--- src/gni_pkg.sv ---
// Shared types, constants and helpers for the grid Newton interpolator.
`default_nettype none
package gni_pkg;
    localparam int MaxNodesX = 16;
    localparam int MaxNodesY = 16;
    localparam int MaxPoints = 8;
    localparam int XIdxW = $clog2(MaxNodesX);
    localparam int YIdxW = $clog2(MaxNodesY);
    localparam int PtIdxW = $clog2(MaxPoints);
    localparam int GridAw = XIdxW + YIdxW;

    typedef enum logic [1:0] {
        OP_LOAD_X = 2'd0,
        OP_LOAD_Y = 2'd1,
        OP_LOAD_Z = 2'd2,
        OP_QUERY  = 2'd3
    } t_opcode;

    typedef enum logic [1:0] {
        REG_X_USED = 2'd0,
        REG_Y_USED = 2'd1,
        REG_PTS_X  = 2'd2,
        REG_PTS_Y  = 2'd3
    } t_reg_idx;

    localparam logic [1:0] StOk   = 2'd0;
    localparam logic [1:0] StSat  = 2'd1;
    localparam logic [1:0] StZero = 2'd2;

    typedef struct packed {
        logic               req;
        logic signed [63:0] num;
        logic signed [63:0] den;
    } t_div_req;

    typedef struct packed {
        logic               done;
        logic signed [63:0] quo;
    } t_div_rsp;

    function automatic logic signed [31:0] sat32(input logic signed [65:0] v);
        if (v > 66'sd2147483647) begin
            return 32'sh7fffffff;
        end else if (v < -66'sd2147483648) begin
            return 32'sh80000000;
        end
        return v[31:0];
    endfunction

    function automatic logic is_sat(input logic signed [65:0] v);
        return (v > 66'sd2147483647) || (v < -66'sd2147483648);
    endfunction
endpackage
`default_nettype wire

--- src/gni_div.sv ---
// Radix-2 restoring signed divider, 64-bit, truncating toward zero.
`default_nettype none
module gni_div (
    input  wire logic              i_clk,
    input  wire logic              i_rst_n,
    input  wire gni_pkg::t_div_req i_req,
    output gni_pkg::t_div_rsp      o_rsp
);
    import gni_pkg::*;

    logic        r_busy;
    logic        r_done;
    logic [6:0]  r_cnt;
    logic [63:0] r_rem;
    logic [63:0] r_quo;
    logic [63:0] r_den;
    logic        r_neg;
    logic [64:0] n_trial;
    logic [63:0] n_shift;

    assign n_shift = {r_rem[62:0], r_quo[63]};
    assign n_trial = {1'b0, n_shift} - {1'b0, r_den};

    always_ff @(posedge i_clk) begin
        if (!i_rst_n) begin
            r_busy <= 1'b0;
            r_cnt  <= '0;
            r_done <= 1'b0;
        end else begin
            r_done <= 1'b0;
            if (i_req.req) begin
                r_busy <= 1'b1;
                r_cnt  <= 7'd0;
                r_rem  <= '0;
                r_quo  <= i_req.num[63] ? 64'(-i_req.num) : i_req.num;
                r_den  <= i_req.den[63] ? 64'(-i_req.den) : i_req.den;
                r_neg  <= i_req.num[63] ^ i_req.den[63];
            end else if (r_busy) begin
                if (!n_trial[64]) begin
                    r_rem <= n_trial[63:0];
                    r_quo <= {r_quo[62:0], 1'b1};
                end else begin
                    r_rem <= n_shift;
                    r_quo <= {r_quo[62:0], 1'b0};
                end
                r_cnt <= r_cnt + 7'd1;
                if (r_cnt == 7'd63) begin
                    r_busy <= 1'b0;
                    r_done <= 1'b1;
                end
            end
        end
    end

    always_comb begin
        o_rsp.done = r_done;
        o_rsp.quo  = r_neg ? 64'(-r_quo) : r_quo;
    end
endmodule
`default_nettype wire

--- config.mk ---
export PLATFORM = sky130hd
export DESIGN_NAME = gni_div
export DESIGN_NICKNAME = d
export VERILOG_FILES = /design/src/gni_pkg.sv /design/src/gni_div.sv
export SDC_FILE = /design/constraint.sdc
export NUM_CORES = 1
export LEC_CHECK = 0
export BUFFER_PORTS_ARGS = -buffer_cell sky130_fd_sc_hd__buf_2
export CAP_MARGIN = 5
export CORE_MARGIN = 2
export CORE_UTILIZATION = 64
export CTS_CLUSTER_DIAMETER = 60
export DETAILED_ROUTE_END_ITERATION = 12
export PLACE_DENSITY = 0.87
export SLEW_MARGIN = 20
export SYNTH_ARGS = -nofsm -noshare
export SYNTH_HDL_FRONTEND = slang
export SYNTH_SLANG_ARGS = --single-unit
--- constraint.sdc ---
create_clock -name i_clk -period 9.6 [get_ports i_clk]
set_input_delay 1.92 -clock i_clk [delete_from_list [all_inputs] [get_ports i_clk]]
set_output_delay 1.92 -clock i_clk [all_outputs]
set_load 0.05 [all_outputs]
Yosys cells after proc, flatten, opt, wreduce, memory -nomap -nowiden
Index checks and enable logic that the tools add are counted.
Word-level totals
  flip-flop bits (word level): 201
  bits in latches: 0
  bits in writable memories: 0
  ROM bits: 0
  bits of input ports: 131
  output and inout port bits: 65
  memories kept: 0
Cells by class
  $add $sub $neg: 5
  multipliers: 0
  div/mod/pow operators: 0
  $lt $le $gt $ge: 0
  equal/unequal tests: 1
  shift operators: 0
  mux-type cells: 12
  bitwise gates (word level): 3
  reductions and logical operators: 5
Operator list (number)
  64-bit two-way mux: 4
  64-bit negation: 3
  63-bit two-way mux: 3
  64-bit by 64-bit subtractor with 65-bit output: 1
  7-bit by 1-bit adder with 7-bit output (second input constant): 1
  7-bit by 6-bit == test with 1-bit output (second input constant): 1
  1-bit two-way mux: 5
  2-bit AND reduction: 2
  3-bit OR reduction: 1
  1-bit inverter: 2
  2-bit nonzero test: 1
  2-bit OR reduction: 1
  1-bit XOR: 1

Depth between registers and ports, before layout
  word-level depth: 4
  depth in mapped cells: 16
  depth with buffers taken out: 14

Least setup slack after synthesis
Ideal clock, no wire load.
  path type: flip-flop to output port
  from: register r_quo[17]
  to: output o_rsp[51] (netlist name)
  arrival: 4624 ps
  required time: 7680 ps
  path slack: 3056 ps
  cell stages (with the launch flop): 14
  path through: edfxtp_1 > or4_4 > or4_1 > or2_1 > or3_1 > or2_1 > or4_4 > or3_1 > buf_2 > or3_4 > or4_4 > buf_6 > o41ai_4 > xnor2_1
RTL lines
  from (decl): line gni_div.sv:15  | logic [63:0] r_quo;
  from (signal assigned): line gni_div.sv:35  | r_quo <= i_req.num[63] ? 64'(-i_req.num) : i_req.num;
  from (signal assigned): line gni_div.sv:41  | r_quo <= {r_quo[62:0], 1'b1};
  from (signal assigned): line gni_div.sv:44  | r_quo <= {r_quo[62:0], 1'b0};
  to (decl): line gni_div.sv:7  | output gni_pkg::t_div_rsp o_rsp

==> run_results.csv <==
group,metric,value,unit
synthesis,synthAdderAreaFrac,0.05610,
worst_setup_path,worstSetupEndpointType,"primary output",
synthesis,synth_simple_gate_area_frac,0.1584,
power_and_ir_drop,p_leak,6.734,nW
worst_setup_path,r2r_start,"r_rem[22]",
final_layout,syn2layout_area_growth,12.53,%
place,place.gp.congestion,1.005,
worst_setup_path,cp.required,7.68,ns
synthesis,synth_fp_nets,1883,
sta,finalSetupViolCount,0,
clock_network,cts_max_level,1,
sta,hold_viol_final,0,
clock_network,numCtsBuffers,25,
floorplanning,fp.dieW,159.7,um
final_layout,fill_cells,1728,
synthesis,ys_seq_elements,201,
final_layout,layout-drive-gt1-share,0.1534,
worst_setup_path,slowest_stage,"or4_1",
synthesis,synth_top_family_by_area,"compound AO/OA/AOI/OAI gates",
hold_path,min_to,"r_done",
hold_path,hold_path_depth,1,
worst_setup_path,reg2regPathDepth,12,
worst_setup_path,cp_max_fo,8,
power_and_ir_drop,irDropWorstVdd,0.1759,mV
grt,grt_overflow,0,
clock_network,clock_latency,0.54,ns
clock_network,root_buffer,"clkbuf_16",
floorplanning,core_area,0.02361,mm^2
clock_network,cts_buffer_depth,3,
sta,fin_skew,0.01187,ns
hold_path,min_path_type,"flop to flop",
clock_network,clkTransAtPathRegs,0.06,ns
grt,antenna_found_initial,8,
sta,worstMarginPinSlew,1.111,ns
grt,grt_max_degree,104,
sta,relSlewSlack,0.2595,
run,maxCapViolations,0,
sta,rsz0062_at_grt,"no",
floorplanning,start_util,0.6574,
grt,grt_use_total,0.3074,
synthesis,netlist_area,0.01552,mm^2
synthesis,synth_edf_count,192,
worst_setup_path,worstSetupPathType,"flop to primary output",
sta,final.period_utilization,0.7662,
clock_network,cts-resized-gates,0,
synthesis,synth_warnings,0,
detailed_routing,drtPass1Iterations,5,
synthesis,synth_xor_area_frac,0.1410,
final_layout,multi_input_area,0.008952,mm^2
floorplanning,io_pins,196,
place,place_hpwl,29520,um
floorplanning,rows,56,
worst_setup_path,cp-start-kind,"flop",
synthesis,synth_cell_type_count,66,
final_layout,nNetsFinal,2027,
worst_setup_path,rrSetupSlack,4.84,ns
grt,grt_pass1_wl,64630,um
clock_network,cts_tree,"built",
sta,slew_violations,0,
power_and_ir_drop,total_power,2.995,mW
sta,period_needed,7.355,ns
grt,grt_pass1_vias,13080,
synthesis,synthMuxAreaShare,0.04159,
place,port-buffer-count,195,
detailed_routing,via_per_inst,6.221,
synthesis,synth_top_flop_cell,"edfxtp_1",
floorplanning,die-area,0.02552,mm^2
final_layout,final-seq-area,0.005946,mm^2
detailed_routing,drtAntennaViolNets,0,
power_and_ir_drop,powerDensity,171.4,mW/mm^2
detailed_routing,wl_per_cell,18.58,um
hold_path,min_from,"r_cnt[6]",
worst_setup_path,slowest_delay,0.64,ns
clock_network,clock-sinks,201,
detailed_routing,drt_iter0_markers,1042,
detailed_routing,vias,13490,
worst_setup_path,critical_path_arrival,5.44,ns
worst_setup_path,r2r_end,"r_rem[52]",
floorplanning,dieHeight,159.7,um
detailed_routing,routed_wl,40290,um
clock_network,hold_buffers,0,
synthesis,synthCells,1683,
sta,setup_tns,0,ns
synthesis,ys_seq_area_frac,0.3830,
sta,max_freq,136.0,MHz
synthesis,avgSynthCellArea,9.224,um^2
clock_network,cts_setup_buffers,0,
status,status,"completed",
synthesis,synth_compound_area_frac,0.1784,
worst_setup_path,worstPathCellList,"or4_4, or4_1, or2_1, or3_1, or2_1, or4_1, or3_1, or3_1, or4_1, o31ai_1, xnor2_1, buf_2",
synthesis,synth_async_sr_flop_share,0,
detailed_routing,drc,0,
==> worst max-delay path by stage <==
stage	startpoint	to	slack [ns]	depth (start not counted)
after global routing	r_quo[15]	o_rsp[50]	2.01	12
after detailed placement	r_quo[16]	o_rsp[50]	2.82	12
after global placement	r_quo[17]	o_rsp[50]	2.92	12
after CTS	r_quo[16]	o_rsp[50]	2.24	12
final	r_quo[16]	o_rsp[50]	2.24	12
after floorplan	r_quo[17]	o_rsp[51]	3.06	13
==> state kept, by name, indices dropped and copies added, names as in the netlist <==
name    cells
r_neg       1
r_rem      63
r_busy      1
r_quo      64
r_done      1
r_den      64
r_cnt       7
==> cell usage in the layout (no fill, tap or decap), drive strengths merged, types with 40 or more instances in the layout <==
cell      n
a21o     40
a21oi   126
buf     201
edfxtp  192
ha       68
inv      85
mux2i    51
nand2   104
nor2    168
o21ai   104
o31ai    59
or3      43
xnor2   161
xor2     89
==> metal layers <==
layer / vias up / share of wire / global-route usage
met3: 83 / 0.079 / 0.05091
met2: 629 / 0.49 / 0.5352
met4: 6 / 0.028 / 0.09504
met1: 6334 / 0.41 / 0.3931
li1: 6435 / - / -
met5: - / 0.00069 / 0
==> power breakdown <==
part	internal, mW	switching (mW)
clock	0.553	0.388
combinational	0.343	0.609
sequential	1.06	0.0468
total	1.95	1.04
==> kinds of logic (layout without fill, tap and decap cells) <==
group,Yosys count,count (layout)
DFF,201,201
AOI/OAI and AO/OA,433,433
xor gates and xnor gates,250,250
muxes,63,63
buffers and inverters,167,329
and+or+nand+nor,500,500
other,0,4
adders and majority gates,69,69
==> cell type report <==
| cell class | instances | area share |
|---|---|---|
| Inverter | 83 | 0.01783 |
| Timing Repair Buffer | 201 | 0.05859 |
| Clock inverter | 11 | 0.004154 |
| Clock buffer | 34 | 0.04319 |
| Tap cell | 319 | 0.02285 |
| Multi-Input combinational cell | 1315 | 0.5125 |
| Sequential cell | 201 | 0.3404 |
| Antenna cell | 4 | 0.0005730 |
==> critical path: cells and delay by family (launching register included) <==
family | cells | cell delay, ns
xor+xnor | 1 | 0.14
simple gates | 9 | 3.70
buf+inv | 1 | 0.27
flops | 1 | 0.44
compound gates | 1 | 0.33
==> metrics by stage <==
step / std cells / worst slack (ns) / util / area (um^2) / hold WS, ns
final: 2168 / 2.245 / 0.7398 / 17470 / 0.4873
after global routing: 2166 / 2.010 / 0.7396 / 17460 / 0.5308
after CTS: 2164 / 2.236 / 0.7394 / 17460 / 0.4807
after detailed placement: 2119 / 2.816 / 0.7044 / 16630 / 0.4722
after global placement: 2119 / 2.917 / 0.7044 / 16630 / 0.4508
after floorplan: 1683 / 3.056 / - / 15520 / 0.4333
==> cell usage after synthesis (4+ instances only) <==
cell      instances  area share
o21ai_1           7      0.0023
or3_1            42       0.017
o41ai_1          25       0.014
or2_2            14      0.0056
a211oi_1         12      0.0058
and2_1            6      0.0024
o22ai_1           6      0.0024
o21a_1           13      0.0063
inv_1            83       0.020
nand3_1          25      0.0081
mux2i_1          51       0.033
o21bai_1          9      0.0044
buf_1             4     0.00097
clkbuf_1         76       0.018
nand4_1          26       0.010
dfxtp_1           9       0.012
o21ai_0          97       0.031
ha_1             68       0.055
edfxtp_1        192        0.37
a21oi_1         126       0.041
xor2_1           89       0.050
or4_1            27       0.013
and3_1            7      0.0028
o31ai_2           6      0.0048
o31ai_1          53       0.026
xnor2_1         161       0.091
nor2b_1          10      0.0040
a31oi_1          12      0.0048
a21o_1           40       0.019
mux2_2           12      0.0087
nand2_1         104       0.025
nor4_1           11      0.0044
nor3_1           20      0.0064
nand2b_1         26       0.010
nor2_1          168       0.041
No activity file was read; power rests on OpenSTA's default activity.
